===== src/rtl/smalu_pkg.sv =====
// ---------------------------------------------------------------------------
// smalu_pkg: shared types and constants for the sign-magnitude ALU
// Holds the operation codes, operand widths and the divider stage state.
// ---------------------------------------------------------------------------
package smalu_pkg;

   localparam int unsigned WORD_W = 32;
   localparam int unsigned MAG_W  = 31;

   typedef enum logic [1:0] {
      OP_ADD = 2'd0,
      OP_SUB = 2'd1,
      OP_MUL = 2'd2,
      OP_DIV = 2'd3
   } op_type;

   // One divider stage: running remainder, quotient bits, divisor, sign, divide-by-zero flag
   typedef struct packed {
      logic [MAG_W-1:0] rem;
      logic [MAG_W-1:0] quo;
      logic [MAG_W-1:0] dvs;
      logic             sign;
      logic             dz;
   } div_stage_type;

endpackage


===== src/rtl/smalu_div.sv =====
// ---------------------------------------------------------------------------
// smalu_div: pipelined restoring divider
// Produces one quotient bit per stage; advances only when enable is high.
// ---------------------------------------------------------------------------
module smalu_div (
   input  logic                     clock,
   input  logic                     enable,
   input  smalu_pkg::div_stage_type stage_in,
   output smalu_pkg::div_stage_type stage_out
);
   import smalu_pkg::*;

   div_stage_type pipe_ff [MAG_W];
   div_stage_type pipe_in [MAG_W];

   always_comb begin
      for (int i = 0; i < MAG_W; i++) begin
         div_stage_type src;
         logic [MAG_W:0] trial;
         src = (i == 0) ? stage_in : pipe_ff[i-1];
         pipe_in[i] = src;
         // Shift the next dividend bit (held in quo) into the remainder
         trial = {src.rem, src.quo[MAG_W-1]} - {1'b0, src.dvs};
         if (!trial[MAG_W]) begin
            pipe_in[i].rem = trial[MAG_W-1:0];
            pipe_in[i].quo = {src.quo[MAG_W-2:0], 1'b1};
         end else begin
            pipe_in[i].rem = {src.rem[MAG_W-2:0], src.quo[MAG_W-1]};
            pipe_in[i].quo = {src.quo[MAG_W-2:0], 1'b0};
         end
      end
   end

   always_ff @(posedge clock) begin
      if (enable) begin
         for (int i = 0; i < MAG_W; i++) pipe_ff[i] <= pipe_in[i];
      end
   end

   assign stage_out = pipe_ff[MAG_W-1];

endmodule


===== config.mk =====
export PLATFORM = sky130hd
export DESIGN_NAME = smalu_div
export DESIGN_NICKNAME = d
export VERILOG_FILES = /design/src/rtl/smalu_pkg.sv /design/src/rtl/smalu_div.sv
export SDC_FILE = /design/constraint.sdc
export NUM_CORES = 2
export LEC_CHECK = 0
export BUFFER_PORTS_ARGS = -buffer_cell sky130_fd_sc_hd__buf_4
export CAP_MARGIN = 10
export CORE_ASPECT_RATIO = 0.7
export CORE_UTILIZATION = 30
export DETAILED_ROUTE_END_ITERATION = 8
export PLACE_DENSITY = 0.41
export SYNTH_ARGS = -nofsm -noshare
export SYNTH_HDL_FRONTEND = slang
export SYNTH_SLANG_ARGS = --single-unit
export TNS_END_PERCENT = 100

===== constraint.sdc =====
create_clock -name clock -period 9.9 [get_ports clock]
set_input_delay 1.98 -clock clock [delete_from_list [all_inputs] [get_ports clock]]
set_output_delay 1.98 -clock clock [all_outputs]
set_load 0.05 [all_outputs]

==> results.txt <==
Clk pin slew, worst setup/hold paths -> 60 ps
Async SR Flop Fraction -> 0%
Run status -> finished clean
DR pass1 iterations -> 6
Net Count, Synth -> 12540
Synth cell types -> 88
Startpoint types -> flop
Clk Latency, worst-skew pair -> 980 ps
Nets -> 12880
Critical path's largest stage delay -> 740 ps
All-Layer GR Usage -> 14.13%
Cell Pwr Density -> 356.7 mW/mm^2
Initial antenna violation count -> 21
Layout cells sized above 1 -> 13.67%
R2R Path End -> pipe_ff[0][365]
Biggest register -> pipe_ff
Final Max Slew Viols -> 0
Worst rel slew slack -> 13.79%
Fin crit share -> 56.83%
TritonCTS clock tree -> yes
M2 GR Usage -> 17.41%
Post-route cell area -> 0.1698 sq mm
1st-iter DRT viols -> 7042
Drt total wl -> 365700 um
Worst path slowest cell -> a211oi_1
Core area -> 0.4948 sq mm
Grt met1 use -> 24.42%
Number of port buffers -> 191
Hold EP -> pipe_ff[1][250]
CP cell instances -> inv_1 > ha_1 > nand2_1 > or3_1 > a211oi_1 > o41ai_2 > o31ai_1 > a31oi_1 > o21ai_1 > a41oi_1 > xor2_4 > buf_4 > inv_2 > o311ai_0 > nand2_1
Crit. Startpoint -> pipe_ff[0][202]
FILL cells -> 47890
Total gr overflow -> 0
Global-route wire length before repair -> 553900 um
Layout overhead on the synthesized area -> 13.79%
Largest regs -> pipe_ff x2945
Reg2reg start -> pipe_ff[0][202]
Max cap viols -> 0
Skew final -> 54.38 ps
Largest register FFs -> 2945
Dominant cells by area after synthesis -> edfxtp_1 (59%), ha_1 (8.1%), mux2_2 (6.0%)
RSZ-0062 raised after global routing -> no
Die Span Y -> 592.1 um
Longest Clk Path Bufs -> 4
Root buffer cell -> clkbuf_16
Via count normalized by instance count -> 4.794
CP max FO -> 45
Hpwl dp -> 264900 um
Fin. Hold Viols -> 0
Hold Startpoint -> pipe_ff[1][154]
Footprint of the multi-input gates -> 0.05519 sq mm
WP data required -> 10630 ps
Placed Instances -> 18100
#FFs+latches synth -> 2945
I/O pins -> 192
Hold depth -> 0
Power Total -> 60.58 mW
Synth Flop Type -> edfxtp_1
Crit-path most repeated cell -> nand2_1
# Post-CTS Setup Buffers -> 0
Vias in the first global route -> 87160
YS warnings -> 0
CTS Hold Bufs -> 0
Setup violations, final -> 0
CTS H-Tree Depth -> 5
Full die area -> 0.5003 sq mm
CP arrival -> 6360 ps
Initial Util -> 30.16%
M3 GR Usage -> 2.526%
Placed Area -> 0.1587 sq mm
Cell row count -> 216
Area leader, netlist -> edfxtp_1
Synth Area per Inst -> 13.03 sq um
Setup tns final -> 0 ps
Mapped Cells -> 11450
WL/cell -> 19.53 um
Detail Route Antenna Nets -> 0
Number of synthesized flops with an enable pin -> 2945
Maximum vdd ir drop -> 314.1 uV
CTS Buf Count -> 335
GP Congestion -> 0.8715
P_leak -> 66.77 nW
Worst slew pin tran -> 1282 ps
Clock Sinks -> 2945
Register area share after synthesis -> 59.26%
Chip width -> 845.0 um
R2R cell count -> 15
Hold crit path type -> reg -> reg
Reg2reg setup slack -> 4270 ps
Syn Std Cell Area -> 0.1492 sq mm
Vias post-DR -> 89750
Largest net degree at the start of global routing -> 152
PostCTS Resize Cnt -> 0
Max Fclk -> 177.7 MHz
Critical path class -> reg -> reg
Sequential cell area -> 0.08843 sq mm
DRC -> 0
Finished Layout Cells -> 18720
Tmin final -> 5626 ps
Worst Setup End Kind -> flop
Busiest grt layer -> met1
Synth top area share -> 59.26%
[kinds of logic after synthesis]
| family | Yosys count | share of synthesized area [%] |
|---|---|---|
| buf+inv | 1480 | 4.027 |
| simple gates | 1723 | 5.558 |
| compound gates | 2605 | 11.24 |
| xor+xnor | 839 | 4.929 |
| fa+ha+maj | 992 | 8.473 |
| mux | 868 | 6.513 |
| flops | 2945 | 59.26 |
[cell usage after synthesis (all sizes together) (15+ instances only)]
master / instances
a21o: 475
a221oi: 21
nand2: 469
o211ai: 30
or2: 25
a211o: 38
a2111oi: 28
edfxtp: 2945
a21boi: 35
xor2: 313
o41ai: 26
fa: 31
inv: 1206
nor2: 449
o21ai: 482
o21a: 141
clkbuf: 111
ha: 961
a31oi: 81
xnor2: 526
and2: 32
nor2b: 139
a221o: 19
nor4: 23
mux2: 824
o31a: 15
nand2b: 114
a21oi: 817
o31ai: 63
buf: 163
o21bai: 111
nand4: 90
nor3: 84
and3: 74
nand3b: 17
a41oi: 24
or3: 36
nand3: 140
mux2i: 44
a211oi: 74
[critical path: cells and delay by family (launching register included)]
| kind | cells | cell delay, ps |
|---|---|---|
| compound gates | 7 | 2770 |
| xor+xnor | 1 | 440 |
| fa+ha+maj | 1 | 370 |
| buf+inv | 3 | 770 |
| flops | 1 | 360 |
| simple gates | 3 | 620 |
[area by class of cell]
class	instances	area share (%)
diodes	7	0.01032
clock inverters	213	1.313
inverters	1206	2.666
multi-input cells	7027	32.50
flip-flops and latches	2945	52.08
clock buffers	404	5.177
well taps	6649	4.899
repair buffers	273	1.351
[routing by layer]
| metal | wire length [um] | up-vias |
|---|---|---|
| met5 | 0 | - |
| met4 | 7191 | 0 |
| met3 | 20770 | 464 |
| met2 | 129400 | 2078 |
| met1 | 208300 | 44060 |
| li1 | - | 43150 |
[where the power goes]
part / switching, mW / internal [mW]
clock network: 5.38 / 7.31
logic: 15.2 / 12.4
registers: 2.01 / 18.3
[stage by stage]
stage / hold WS, ps / setup slack (ps) / utilization (%)
floorplan: 400.3 / 4620 / -
global placement: 400.8 / 2997 / 32.08
detailed placement: 404.5 / 3010 / 32.08
CTS: 378.8 / 4116 / 34.31
global route: 384.2 / 4054 / 34.31
finish: 370.9 / 4274 / 34.32
[worst max path at each step]
stage / to / slack, ps
after floorplan: pipe_ff[0][86] / 4620
after CTS: pipe_ff[0][90] / 4120
final: pipe_ff[0][365] / 4270
after detailed placement: pipe_ff[0][76] / 3010
after global routing: pipe_ff[0][365] / 4050
after global placement: pipe_ff[0][65] / 3000
[cells in the final DEF, fill, tap and decap left out, types with 84 or more instances in the layout]
| master | n |
|---|---|
| nor2_1 | 449 |
| xnor2_1 | 512 |
| nand2b_1 | 114 |
| xor2_1 | 298 |
| a21o_1 | 475 |
| nand4_1 | 90 |
| edfxtp_1 | 2945 |
| o21a_1 | 141 |
| o21ai_0 | 466 |
| buf_4 | 253 |
| o21bai_1 | 111 |
| clkbuf_16 | 342 |
| inv_1 | 1205 |
| a21oi_1 | 816 |
| nand3_1 | 140 |
| ha_1 | 961 |
| nor3_1 | 84 |
| mux2_2 | 798 |
| nand2_1 | 469 |
| nor2b_1 | 139 |
No activity file was read; power rests on OpenSTA's default activity.
